## config.mk

```make
export PLATFORM = sky130hd
export DESIGN_NAME = sd_spi_init_and_sector_read
export DESIGN_NICKNAME = d
export VERILOG_FILES = /design/src/rtl/sdsi_pkg.sv /design/src/rtl/sdsi_step.sv /design/src/rtl/sdsi_out_buf.sv /design/src/rtl/sd_spi_init_and_sector_read.sv
export SDC_FILE = /design/constraint.sdc
export NUM_CORES = 1
export LEC_CHECK = 0
export ABC_CLOCK_PERIOD_IN_PS = 3000
export BUFFER_PORTS_ARGS = -buffer_cell sky130_fd_sc_hd__buf_2
export CAP_MARGIN = 0
export CELL_PAD_IN_SITES_DETAIL_PLACEMENT = 1
export CELL_PAD_IN_SITES_GLOBAL_PLACEMENT = 1
export CORE_UTILIZATION = 43
export CTS_CLUSTER_SIZE = 40
export DETAILED_ROUTE_END_ITERATION = 6
export GPL_TIMING_DRIVEN = 0
export PLACE_DENSITY = 0.82
export SYNTH_ARGS = -nofsm -noshare
export SYNTH_HDL_FRONTEND = slang
export SYNTH_SLANG_ARGS = --single-unit
```

## constraint.sdc

```tcl
create_clock -name clk_i -period 3 [get_ports clk_i]
set_clock_uncertainty 0.1 [all_clocks]
set_input_delay 0.45 -clock clk_i [delete_from_list [all_inputs] [get_ports clk_i]]
set_output_delay 0.45 -clock clk_i [all_outputs]
set_load 0.1 [all_outputs]
```

## src/rtl/sdsi_pkg.sv

```systemverilog
// ----------------------------------------------------------------------------
// sdsi_pkg
// Shared types and codes for the SPI-mode SD card init and sector read host.
// ----------------------------------------------------------------------------
`default_nettype none

package sdsi_pkg;

  // Field widths
  localparam int unsigned KindW   = 3;
  localparam int unsigned AddrW   = 32;
  localparam int unsigned ByteW   = 8;
  localparam int unsigned StatusW = 2;
  localparam int unsigned BrW     = 10;
  localparam int unsigned FrameW  = 48;
  localparam int unsigned CfgIdxW = 2;

  // Request kinds
  localparam logic [KindW-1:0] KIND_INIT  = 3'd0;
  localparam logic [KindW-1:0] KIND_BEGIN = 3'd1;
  localparam logic [KindW-1:0] KIND_READ  = 3'd2;
  localparam logic [KindW-1:0] KIND_END   = 3'd3;
  localparam logic [KindW-1:0] KIND_SPI   = 3'd4;

  // Completion status
  localparam logic [StatusW-1:0] STATUS_OK        = 2'd0;
  localparam logic [StatusW-1:0] STATUS_BUSY      = 2'd1;
  localparam logic [StatusW-1:0] STATUS_NOT_READY = 2'd2;
  localparam logic [StatusW-1:0] STATUS_PAST_END  = 2'd3;

  // Configuration register indexes
  localparam logic [CfgIdxW-1:0] CFG_IDLE_CLOCKS = 2'd0;
  localparam logic [CfgIdxW-1:0] CFG_POLL_LIMIT  = 2'd1;
  localparam logic [CfgIdxW-1:0] CFG_RETRY_LIMIT = 2'd2;

  // Command indexes and framing constants
  localparam logic [5:0] CMD_GO_IDLE   = 6'd0;
  localparam logic [5:0] CMD_IF_COND   = 6'd8;
  localparam logic [5:0] CMD_READ_SING = 6'd17;
  localparam logic [5:0] CMD_APP_OP    = 6'd41;
  localparam logic [5:0] CMD_APP       = 6'd55;

  localparam logic [ByteW-1:0] BYTE_IDLE     = 8'hFF;
  localparam logic [ByteW-1:0] BYTE_TOKEN    = 8'hFE;
  localparam logic [ByteW-1:0] BYTE_R1_IDLE  = 8'h01;
  localparam logic [ByteW-1:0] CRC_CMD0      = 8'h95;
  localparam logic [ByteW-1:0] CRC_CMD8      = 8'h87;
  localparam logic [AddrW-1:0] ARG_IF_COND   = 32'h0000_01AA;
  localparam logic [AddrW-1:0] ARG_HCS       = 32'h4000_0000;

  typedef struct packed {
    logic [KindW-1:0] kind;
    logic [AddrW-1:0] sector_address;
    logic [ByteW-1:0] rx_byte;
  } sdsi_in_t;

  typedef struct packed {
    logic               tx_valid;
    logic [ByteW-1:0]   tx_byte;
    logic               select_active;
    logic               data_valid;
    logic [ByteW-1:0]   data_byte;
    logic               done_res;
    logic [StatusW-1:0] status;
    logic               sector_finished;
  } sdsi_out_t;

  typedef struct packed {
    logic [ByteW-1:0] idle_clock_bytes;
    logic [ByteW-1:0] response_poll_limit;
    logic [ByteW-1:0] init_retry_limit;
  } sdsi_cfg_t;

  typedef struct packed {
    logic [3:0]        phase;
    logic [2:0]        frame_index;
    logic [FrameW-1:0] command_frame;
    logic [ByteW-1:0]  poll_count;
    logic [ByteW-1:0]  retry_count;
    logic [BrW-1:0]    bytes_remaining;
    logic              select_low;
  } sdsi_state_t;

endpackage : sdsi_pkg

`default_nettype wire

```

## src/rtl/sdsi_step.sv

```systemverilog
// ----------------------------------------------------------------------------
// sdsi_step
// Next-state and result logic of the sequencer for one word.
// ----------------------------------------------------------------------------
`default_nettype none

module sdsi_step import sdsi_pkg::*; #(
  parameter int unsigned SectorBytes = 512
) (
  input  sdsi_state_t state_q_i,
  input  sdsi_in_t    item_i,
  input  sdsi_cfg_t   cfg_i,
  output sdsi_state_t state_d_o,
  output sdsi_out_t   result_o
);

  // Phase codes
  localparam logic [3:0] PH_IDLE   = 4'd0;
  localparam logic [3:0] PH_CLOCKS = 4'd1;
  localparam logic [3:0] PH_SEND   = 4'd2;
  localparam logic [3:0] PH_POLL   = 4'd3;
  localparam logic [3:0] PH_TAIL   = 4'd4;
  localparam logic [3:0] PH_TOKEN  = 4'd5;
  localparam logic [3:0] PH_READ   = 4'd6;
  localparam logic [3:0] PH_DRAIN  = 4'd7;
  localparam logic [3:0] PH_CRC    = 4'd8;

  localparam logic [BrW-1:0] SectorInit = BrW'(SectorBytes);

  sdsi_state_t        s_d;
  sdsi_out_t          r;
  logic               cmd_go;
  logic [5:0]         cmd_idx;
  logic [AddrW-1:0]   cmd_arg;
  logic [ByteW-1:0]   cmd_crc;
  logic [2:0]         fi_inc;
  logic [ByteW-1:0]   poll_inc;
  logic [ByteW-1:0]   retry_inc;
  logic [BrW-1:0]     br_dec;
  logic [5:0]         resp_idx;
  logic [ByteW-1:0]   rx;

  assign fi_inc    = state_q_i.frame_index + 3'd1;
  assign poll_inc  = state_q_i.poll_count + 8'd1;
  assign retry_inc = state_q_i.retry_count + 8'd1;
  assign br_dec    = (state_q_i.bytes_remaining != '0) ?
                     state_q_i.bytes_remaining - BrW'(1) : state_q_i.bytes_remaining;
  assign resp_idx  = state_q_i.command_frame[45:40];
  assign rx        = item_i.rx_byte;

  always_comb begin
    s_d     = state_q_i;
    r       = '0;
    cmd_go  = 1'b0;
    cmd_idx = CMD_GO_IDLE;
    cmd_arg = '0;
    cmd_crc = BYTE_IDLE;

    if (item_i.kind <= KIND_END && state_q_i.phase != PH_IDLE) begin
      // Reject a request while a sequence runs
      r.done_res = 1'b1;
      r.status   = STATUS_BUSY;
    end else if (item_i.kind == KIND_INIT) begin
      s_d.phase       = PH_CLOCKS;
      s_d.poll_count  = '0;
      s_d.retry_count = '0;
      s_d.select_low  = 1'b0;
      r.tx_valid      = 1'b1;
      r.tx_byte       = BYTE_IDLE;
    end else if (item_i.kind == KIND_BEGIN) begin
      s_d.select_low      = 1'b1;
      s_d.bytes_remaining = '0;
      cmd_go  = 1'b1;
      cmd_idx = CMD_READ_SING;
      cmd_arg = item_i.sector_address;
    end else if (item_i.kind == KIND_READ) begin
      if (state_q_i.bytes_remaining == '0) begin
        s_d.phase  = PH_IDLE;
        r.done_res = 1'b1;
        r.status   = STATUS_PAST_END;
      end else begin
        s_d.phase  = PH_READ;
        r.tx_valid = 1'b1;
        r.tx_byte  = BYTE_IDLE;
      end
    end else if (item_i.kind == KIND_END) begin
      s_d.frame_index = '0;
      s_d.phase       = (state_q_i.bytes_remaining != '0) ? PH_DRAIN : PH_CRC;
      r.tx_valid      = 1'b1;
      r.tx_byte       = BYTE_IDLE;
    end else if (item_i.kind == KIND_SPI) begin
      // Advance on the returned byte
      unique case (state_q_i.phase)
        PH_IDLE: begin
        end
        PH_CLOCKS: begin
          s_d.poll_count = poll_inc;
          if (poll_inc == cfg_i.idle_clock_bytes) begin
            s_d.select_low = 1'b1;
            cmd_go  = 1'b1;
            cmd_idx = CMD_GO_IDLE;
            cmd_crc = CRC_CMD0;
          end else begin
            r.tx_valid = 1'b1;
            r.tx_byte  = BYTE_IDLE;
          end
        end
        PH_SEND: begin
          s_d.frame_index = fi_inc;
          r.tx_valid      = 1'b1;
          if (fi_inc >= 3'd6) begin
            s_d.phase      = PH_POLL;
            s_d.poll_count = '0;
            r.tx_byte      = BYTE_IDLE;
          end else begin
            unique case (fi_inc)
              3'd1:    r.tx_byte = state_q_i.command_frame[39:32];
              3'd2:    r.tx_byte = state_q_i.command_frame[31:24];
              3'd3:    r.tx_byte = state_q_i.command_frame[23:16];
              3'd4:    r.tx_byte = state_q_i.command_frame[15:8];
              3'd5:    r.tx_byte = state_q_i.command_frame[7:0];
              default: r.tx_byte = state_q_i.command_frame[47:40];
            endcase
          end
        end
        PH_POLL: begin
          s_d.poll_count = poll_inc;
          if (rx[7] && poll_inc != cfg_i.response_poll_limit) begin
            r.tx_valid = 1'b1;
            r.tx_byte  = BYTE_IDLE;
          end else begin
            // Act on the response of the command just sent
            unique case (resp_idx)
              CMD_GO_IDLE: begin
                cmd_go = 1'b1;
                if (rx == BYTE_R1_IDLE) begin
                  cmd_idx = CMD_IF_COND;
                  cmd_arg = ARG_IF_COND;
                  cmd_crc = CRC_CMD8;
                end else begin
                  cmd_idx = CMD_GO_IDLE;
                  cmd_crc = CRC_CMD0;
                end
              end
              CMD_IF_COND: begin
                s_d.phase       = PH_TAIL;
                s_d.frame_index = '0;
                r.tx_valid      = 1'b1;
                r.tx_byte       = BYTE_IDLE;
              end
              CMD_APP: begin
                cmd_go  = 1'b1;
                cmd_idx = CMD_APP_OP;
                cmd_arg = ARG_HCS;
              end
              CMD_APP_OP: begin
                s_d.retry_count = retry_inc;
                if (rx == '0 || retry_inc == cfg_i.init_retry_limit) begin
                  s_d.select_low      = 1'b0;
                  s_d.bytes_remaining = '0;
                  s_d.phase           = PH_IDLE;
                  r.done_res          = 1'b1;
                  r.status            = (rx == '0) ? STATUS_OK : STATUS_NOT_READY;
                end else begin
                  cmd_go  = 1'b1;
                  cmd_idx = CMD_APP;
                end
              end
              CMD_READ_SING: begin
                s_d.phase  = PH_TOKEN;
                r.tx_valid = 1'b1;
                r.tx_byte  = BYTE_IDLE;
              end
              default: s_d.phase = PH_IDLE;
            endcase
          end
        end
        PH_TAIL: begin
          s_d.frame_index = fi_inc;
          if (fi_inc >= 3'd4) begin
            s_d.retry_count = '0;
            cmd_go  = 1'b1;
            cmd_idx = CMD_APP;
          end else begin
            r.tx_valid = 1'b1;
            r.tx_byte  = BYTE_IDLE;
          end
        end
        PH_TOKEN: begin
          if (rx == BYTE_TOKEN) begin
            s_d.bytes_remaining = SectorInit;
            s_d.phase           = PH_IDLE;
            r.done_res          = 1'b1;
          end else begin
            r.tx_valid = 1'b1;
            r.tx_byte  = BYTE_IDLE;
          end
        end
        PH_READ: begin
          r.data_valid        = 1'b1;
          r.data_byte         = rx;
          s_d.bytes_remaining = br_dec;
          s_d.phase           = PH_IDLE;
          r.done_res          = 1'b1;
        end
        PH_DRAIN: begin
          s_d.bytes_remaining = br_dec;
          if (br_dec == '0) begin
            s_d.phase       = PH_CRC;
            s_d.frame_index = '0;
          end
          r.tx_valid = 1'b1;
          r.tx_byte  = BYTE_IDLE;
        end
        PH_CRC: begin
          s_d.frame_index = fi_inc;
          if (fi_inc >= 3'd2) begin
            s_d.select_low = 1'b0;
            s_d.phase      = PH_IDLE;
            r.done_res     = 1'b1;
          end else begin
            r.tx_valid = 1'b1;
            r.tx_byte  = BYTE_IDLE;
          end
        end
        default: s_d.phase = PH_IDLE;
      endcase
    end

    // Load a new command frame and send its first byte
    if (cmd_go) begin
      s_d.command_frame = {2'b01, cmd_idx, cmd_arg, cmd_crc};
      s_d.frame_index   = '0;
      s_d.poll_count    = '0;
      s_d.phase         = PH_SEND;
      r.tx_valid        = 1'b1;
      r.tx_byte         = {2'b01, cmd_idx};
    end

    r.select_active   = s_d.select_low;
    r.sector_finished = (s_d.bytes_remaining == '0);
  end

  assign state_d_o = s_d;
  assign result_o  = r;

endmodule : sdsi_step

`default_nettype wire

```

## src/rtl/sdsi_out_buf.sv

```systemverilog
// ----------------------------------------------------------------------------
// sdsi_out_buf
// Two-word result buffer; its full flag is registered so the upstream stall
// never depends on the downstream stall in the same cycle.
// ----------------------------------------------------------------------------
`default_nettype none

module sdsi_out_buf import sdsi_pkg::*; (
  input  logic      clk_i,
  input  logic      rst_ni,
  input  logic      push_i,
  input  sdsi_out_t push_data_i,
  output logic      full_o,
  output logic      out_valid_o,
  input  logic      out_stall_i,
  output sdsi_out_t out_data_o
);

  sdsi_out_t  mem_q [2];
  logic       wr_ptr_q, wr_ptr_d;
  logic       rd_ptr_q, rd_ptr_d;
  logic [1:0] count_q, count_d;
  logic       pop;

  assign pop         = (count_q != 2'd0) && !out_stall_i;
  assign full_o      = (count_q == 2'd2);
  assign out_valid_o = (count_q != 2'd0);
  assign out_data_o  = mem_q[rd_ptr_q];

  // Advance pointers and occupancy
  always_comb begin
    wr_ptr_d = push_i ? ~wr_ptr_q : wr_ptr_q;
    rd_ptr_d = pop ? ~rd_ptr_q : rd_ptr_q;
    count_d  = count_q + {1'b0, push_i} - {1'b0, pop};
  end

  always_ff @(posedge clk_i or negedge rst_ni) begin
    if (!rst_ni) begin
      wr_ptr_q <= 1'b0;
      rd_ptr_q <= 1'b0;
      count_q  <= 2'd0;
    end else begin
      wr_ptr_q <= wr_ptr_d;
      rd_ptr_q <= rd_ptr_d;
      count_q  <= count_d;
    end
  end

  // Store the pushed word
  always_ff @(posedge clk_i) begin
    if (push_i) begin
      mem_q[wr_ptr_q] <= push_data_i;
    end
  end

endmodule : sdsi_out_buf

`default_nettype wire

```

## src/rtl/sd_spi_init_and_sector_read.sv

```systemverilog
// ----------------------------------------------------------------------------
// sd_spi_init_and_sector_read
// SPI-mode SD card host sequencer: card init and single sector read.
// Datapath: a taken word is held in the input register; the step result is
// written into the result buffer, which offers it from its registers.
// Throughput: one word per cycle while the result buffer is not full, set by
// the single step of the sequencer between the input register and the
// two-word result buffer.
// Reset: sequencer idle, select high, no sector open, registers at defaults.
// ----------------------------------------------------------------------------
`default_nettype none

module sd_spi_init_and_sector_read import sdsi_pkg::*; #(
  parameter int unsigned SectorBytes = 512
) (
  input  logic               clk_i,
  input  logic               rst_ni,
  input  logic               cfg_we_i,
  input  logic [CfgIdxW-1:0] cfg_index_i,
  input  logic [ByteW-1:0]   cfg_data_i,
  input  logic               in_valid_i,
  output logic               in_stall_o,
  input  sdsi_in_t           in_data_i,
  output logic               out_valid_o,
  input  logic               out_stall_i,
  output sdsi_out_t          out_data_o
);

  sdsi_cfg_t   cfg_q;
  sdsi_state_t state_q, state_d;
  sdsi_in_t    item_q;
  logic        item_valid_q;
  logic        buf_full;
  logic        advance;
  logic        in_accept;
  sdsi_out_t   step_result;

  assign advance    = item_valid_q && !buf_full;
  assign in_stall_o = item_valid_q && buf_full;
  assign in_accept  = in_valid_i && !in_stall_o;

  // Write configuration registers
  always_ff @(posedge clk_i or negedge rst_ni) begin
    if (!rst_ni) begin
      cfg_q.idle_clock_bytes    <= 8'd10;
      cfg_q.response_poll_limit <= 8'd255;
      cfg_q.init_retry_limit    <= 8'd255;
    end else if (cfg_we_i) begin
      unique case (cfg_index_i)
        CFG_IDLE_CLOCKS: cfg_q.idle_clock_bytes    <= cfg_data_i;
        CFG_POLL_LIMIT:  cfg_q.response_poll_limit <= cfg_data_i;
        CFG_RETRY_LIMIT: cfg_q.init_retry_limit    <= cfg_data_i;
        default: begin
        end
      endcase
    end
  end

  // Hold the accepted word until it is processed
  always_ff @(posedge clk_i or negedge rst_ni) begin
    if (!rst_ni) begin
      item_valid_q <= 1'b0;
    end else if (in_accept) begin
      item_valid_q <= 1'b1;
    end else if (advance) begin
      item_valid_q <= 1'b0;
    end
  end

  always_ff @(posedge clk_i) begin
    if (in_accept) begin
      item_q <= in_data_i;
    end
  end

  sdsi_step #(
    .SectorBytes(SectorBytes)
  ) u_step (
    .state_q_i (state_q),
    .item_i    (item_q),
    .cfg_i     (cfg_q),
    .state_d_o (state_d),
    .result_o  (step_result)
  );

  // Update sequencer state once per processed word
  always_ff @(posedge clk_i or negedge rst_ni) begin
    if (!rst_ni) begin
      state_q <= '0;
    end else if (advance) begin
      state_q <= state_d;
    end
  end

  sdsi_out_buf u_out_buf (
    .clk_i       (clk_i),
    .rst_ni      (rst_ni),
    .push_i      (advance),
    .push_data_i (step_result),
    .full_o      (buf_full),
    .out_valid_o (out_valid_o),
    .out_stall_i (out_stall_i),
    .out_data_o  (out_data_o)
  );

endmodule : sd_spi_init_and_sector_read

`default_nettype wire

```

## After elaboration in Yosys (flattened, before gate mapping)

Memory sizes are Yosys's and may differ from the RTL's.
Cells that the tools add are included.

- Memories kept: 1
- Memory bits (writable): 46
- Bits of input ports: 58
- Logic and storage cells: 255
- Output and inout bits: 25
- Register bits: 153

Memories:

| memory | words | bits a word | read ports | clocked after Yosys merged registers in | write ports | RTL line | text |
|---|---|---|---|---|---|---|---|
| u_out_buf.mem_q | 2 | 23 | 1 | 0 | 1 | sdsi_out_buf.sv:19 | `sdsi_out_t mem_q [2];` |

- Mux-type cells: 127
- Eq/ne operators: 54
- Bitwise gates (word level): 3
- $lt $le $gt $ge: 4
- Add/subtract/negate cells: 6
- Reductions and logical operators: 43

Operators by type and width:

| operator | count |
|---|---|
| $mux W32 | 8 |
| $mux W9 | 18 |
| $mux W27 | 4 |
| $mux W8 | 11 |
| $pmux W32 S2 | 1 |
| $mux W63 | 1 |
| $pmux W9 S7 | 1 |
| $mux W6 | 9 |
| $mux W7 | 7 |
| $mux W12 | 4 |
| $pmux W8 S2 | 3 |
| $pmux W8 S5 | 1 |
| $mux W19 | 2 |
| $mux W16 | 2 |
| $mux W4 | 8 |
| $logic_not A10 Y1 | 3 |
| $mux W10 | 3 |
| $mux W3 | 10 |
| $pmux W10 S3 | 1 |
| $ne A6 B1 Y1 const B | 4 |
| $pmux W4 S6 | 1 |
| $mux W11 | 2 |
| $reduce_and A10 Y1 | 2 |
| $mux W1 | 19 |
| 60 further kinds | 112 |

## Logic depth before layout (Yosys ltp)

- Depth after elaboration: 15
- Mapped depth: 14
- Gate-level depth less buffers: 11

## Modules after synthesis

From an unflattened synthesis, not the netlist that was laid out.

- Cell total of the unflattened synthesis: 1032
- Area total of the unflattened synthesis: 11314.6 sq um

Modules (own cells, without submodules):

| module | cells each | times used | seq. area each (sq um) | area an instance (sq um) |
|---|---|---|---|---|
| sd_spi_init_and_sector_read | 272 | 1 | 3991.3 | 5346.4 |
| sdsi_step | 670 | 1 | 0.0 | 4001.3 |
| sdsi_out_buf | 90 | 1 | 1481.4 | 1966.9 |

## Least setup slack after synthesis

No wires, ideal clock.

- Kind: register to register
- Start: reg state_q[19] (netlist name)
- End: mem u_out_buf.mem_q[0][19] (netlist name) (data pin)
- Slack: -0.148 ns
- Library setup time: 0.270 ns
- Data arrival time: 2.778 ns
- Stages on the path, launching flop included: 11
- Clock period less this slack: 3.148 ns
- Path buffers: 0
- Required time: 2.630 ns
- Cells stage by stage: dfrtp_1 ha_1 and3_4 xnor3_1 nand4_1 a2111o_1 a31o_2 a2111oi_4 o21ai_2 a2111oi_0 o21ai_1

RTL lines:

| element | RTL line | text |
|---|---|---|
| from (decl) | sd_spi_init_and_sector_read.sv:30 | `sdsi_state_t state_q, state_d;` |
| from (signal assigned) | sd_spi_init_and_sector_read.sv:91 | `state_q <= state_d;` |
| to (decl) | sdsi_out_buf.sv:19 |  |

==> reports/qor.csv <==
metric;value;unit
ys_top_cells_by_area;edfxtp_1 (27%), dfrtp_1 (22%), mux2_2 (5.8%), dfstp_2 (4.8%), o21ai_0 (4.5%);
reg2reg_from;state_q[19]$_DFFE_PN0P_;
slew_headroom;16.9;%
drive_above_1_share;38.1;%
drtAntennaViolNets;0;
yosysSeqAreaShare;53.2;%
numCtsBuffers;17;
power.share.clock;23.2;%
mappedNetlistNets;988;
final_common_cell;nand2_1;
final_cell_area;0.0129;mm^2
p_int;0.00572;W
grt_pass1_wl;49500;um
r2r_slack;-380;ps
critPathKind;register to register;
cp.arrival;3470;ps
synth_area;0.00995;mm^2
path_clk_slew;90;ps
dpl-instance-area;0.0108;mm^2
crit_required;3090;ps
rows;55;
syn_to_final_growth;29.6;%
whs;66.6;ps
p_sw;0.00449;W
yosysWarnings;0;
fill_cells;2354;
core_area;0.0226;mm^2
antenna_found_initial;0;
nNetsFinal;1144;
numClockSinks;193;
wl_per_cell;23.8;um
wl_met2;16500;um
clk_latency;450;ps
violations;negative setup slack;
hp-start;in_data_i[30];
io_buffers;82;
final-hold-violation-count;0;
status;finished, violations left;
critPathLaunchType;register;
grt_pass1_vias;8939;
ys_ff_latch;193;
fin_util;57.0;%
die_h;154;um
finalCriticalPeriod;3380;ps
cp-end-kind;register;
hold_depth;1;
most-common-layout-cells;nand2_1 (92), edfxtp_1 (89), buf_2 (84), dfrtp_1 (79), nor2_1 (53);
p_sw_share;44.0;%
wl_met3;1650;um
ir_drop;0.000507;V
ff2ff_path_depth;10;
seq_area;0.00531;mm^2
top_layer_used;met4;
synth-edff-count;89;
hp-class;input port to register;
dieWidth;154;um
n_antenna_cell;0;
synth_top_area_share;26.9;%
synth_ff_type;edfxtp_1;
place.gp.congestion;0.933;
yosys.cell_types.count;82;
combinationalPowerShare;40.8;%
max_freq;296;MHz
synthCells;921;
reg2reg_to;u_out_buf.mem_q[0][14]$_DFFE_PP_;
slew_viol_final;0;
dr.first_iter.drc_count;667;
clk_path_buf_depth;2;
vias;8381;
multiInputGateArea;0.00512;mm^2
async_flop_share;53.9;%
io_pins;83;
tightest_slew;1250;ps
crit_path_max_fanout;7;
h-tree-depth;4;
cts-root-buf;clkbuf_16;
rsz0062_at_grt;yes;
fin_crit_sh;113;%
firstDrtPassIters;5;
holdPathEnd;item_q[30]$_DFFE_PP_;
cap_violations;0;
grt_usage;27.3;%
avgSynthCellArea;10.8;um^2
tns;-19340;ps
totalWireLength;32800;um
p_seq_share;36.0;%
synth_top_area_cell;edfxtp_1;
initial_core_util;44.0;%
dieArea;0.0238;mm^2
grt_max_degree;66;
grt_overflow;0;
cts_tree;built;
dp_hpwl;20600;um
leakagePower;5.02;nW
post-route-drc-count;0;
setup_slack;-377;ps
wl_met1;13000;um
finalSetupViolCount;90;
power_density;791;mW/mm^2
viasPerCell;6.10;
[worst max-delay path, cell delays in order (launching register included)]
cell	delay, ps
dfrtp_2	450
ha_4	200
and3_4	180
xnor3_1	290
nand4_1	150
a2111o_1	480
a31o_4	280
a2111oi_4	320
o21ai_4	220
a2111oi_4	370
o21ai_2	90
[area by class of cell]
type / count / area share (%)
Buffer: 47 / 2.54
Clock buffer: 17 / 3.30
Clock inverter: 15 / 1.33
Inverter: 20 / 0.582
Multi-Input combinational cell: 655 / 39.7
Sequential cell: 193 / 41.2
Tap cell: 285 / 2.77
Timing Repair Buffer: 143 / 8.64
[how the worst max path moves through the flow]
stage | start | slack, ps | to
floorplan | state_q[19]$_DFFE_PN0P_ | 30 | u_out_buf.mem_q[0][17]$_DFFE_PP_
global route | state_q[19]$_DFFE_PN0P_ | -450 | u_out_buf.mem_q[0][14]$_DFFE_PP_
finish | state_q[19]$_DFFE_PN0P_ | -380 | u_out_buf.mem_q[0][14]$_DFFE_PP_
detailed placement | item_q[41]$_DFFE_PP_ | -880 | u_out_buf.mem_q[1][0]$_DFFE_PP_
CTS | state_q[19]$_DFFE_PN0P_ | -230 | u_out_buf.mem_q[0][14]$_DFFE_PP_
global placement | item_q[41]$_DFFE_PP_ | -860 | u_out_buf.mem_q[0][0]$_DFFE_PP_
[synthesized netlist by cell type, drive strengths merged (17+ instances only)]
master / count
inv: 20
o21ai: 96
nor3: 26
a21oi: 20
nand3: 26
xnor2: 20
dfrtp: 86
clkbuf: 36
dfstp: 18
nor2: 64
edfxtp: 89
buf: 17
nand2: 113
mux2: 54
[state kept, by name, summed over array words and instances (netlist names)]
register            count
state_q                75
u_out_buf.wr_ptr_q      1
u_out_buf.mem_q        46
item_valid_q            1
u_out_buf.count_q       2
item_q                 43
cfg_q                  24
u_out_buf.rd_ptr_q      1
[layer usage]
layer | up-vias | global-route usage, %
li1 | 3722 | -
met1 | 4220 | 32.3
met2 | 320 | 48.1
met3 | 119 | 4.85
met4 | 0 | 13.0
met5 | - | 0
[kinds of logic (layout without fill, tap and decap cells)]
group | after synthesis | count (layout) | share of synthesized area [%]
muxes | 60 | 60 | 6.83
buffers and inverters | 73 | 242 | 3.14
adders and majority gates | 10 | 10 | 1.23
AOI/OAI and AO/OA | 224 | 224 | 15.4
DFF | 193 | 193 | 53.2
and+or+nand+nor | 325 | 325 | 16.3
xor gates and xnor gates | 36 | 36 | 3.87
[stage by stage]
step,instances,setup WS (ps),power (W)
floorplan,921,28.6,0.00644
global placement,1288,-865,0.00717
detailed placement,1291,-877,0.00733
CTS,1360,-226,0.00998
global route,1375,-451,0.0105
finish,1375,-377,0.0102
[power by group through the flow]
stage	Sequential (W)	Clock, W	Combinational [W]
6_report	0.00367	0.00237	0.00416
5_1_grt	0.00371	0.00248	0.00435
4_1_cts	0.00365	0.00238	0.00394
3_5_place_dp	0.00369	0	0.00365
3_3_place_gp	0.00365	0	0.00352
2_1_floorplan	0.00359	0	0.00284
[repair_timing]
action,in CTS,in global routing
resized for setup,199,62
pin swaps,45,23
hold buffers,1,0
setup endpoints to repair,96,95
cloned,7,0
setup buffers,33,18
hold endpoints to repair,39,0
(Power assumes the default switching activity.)
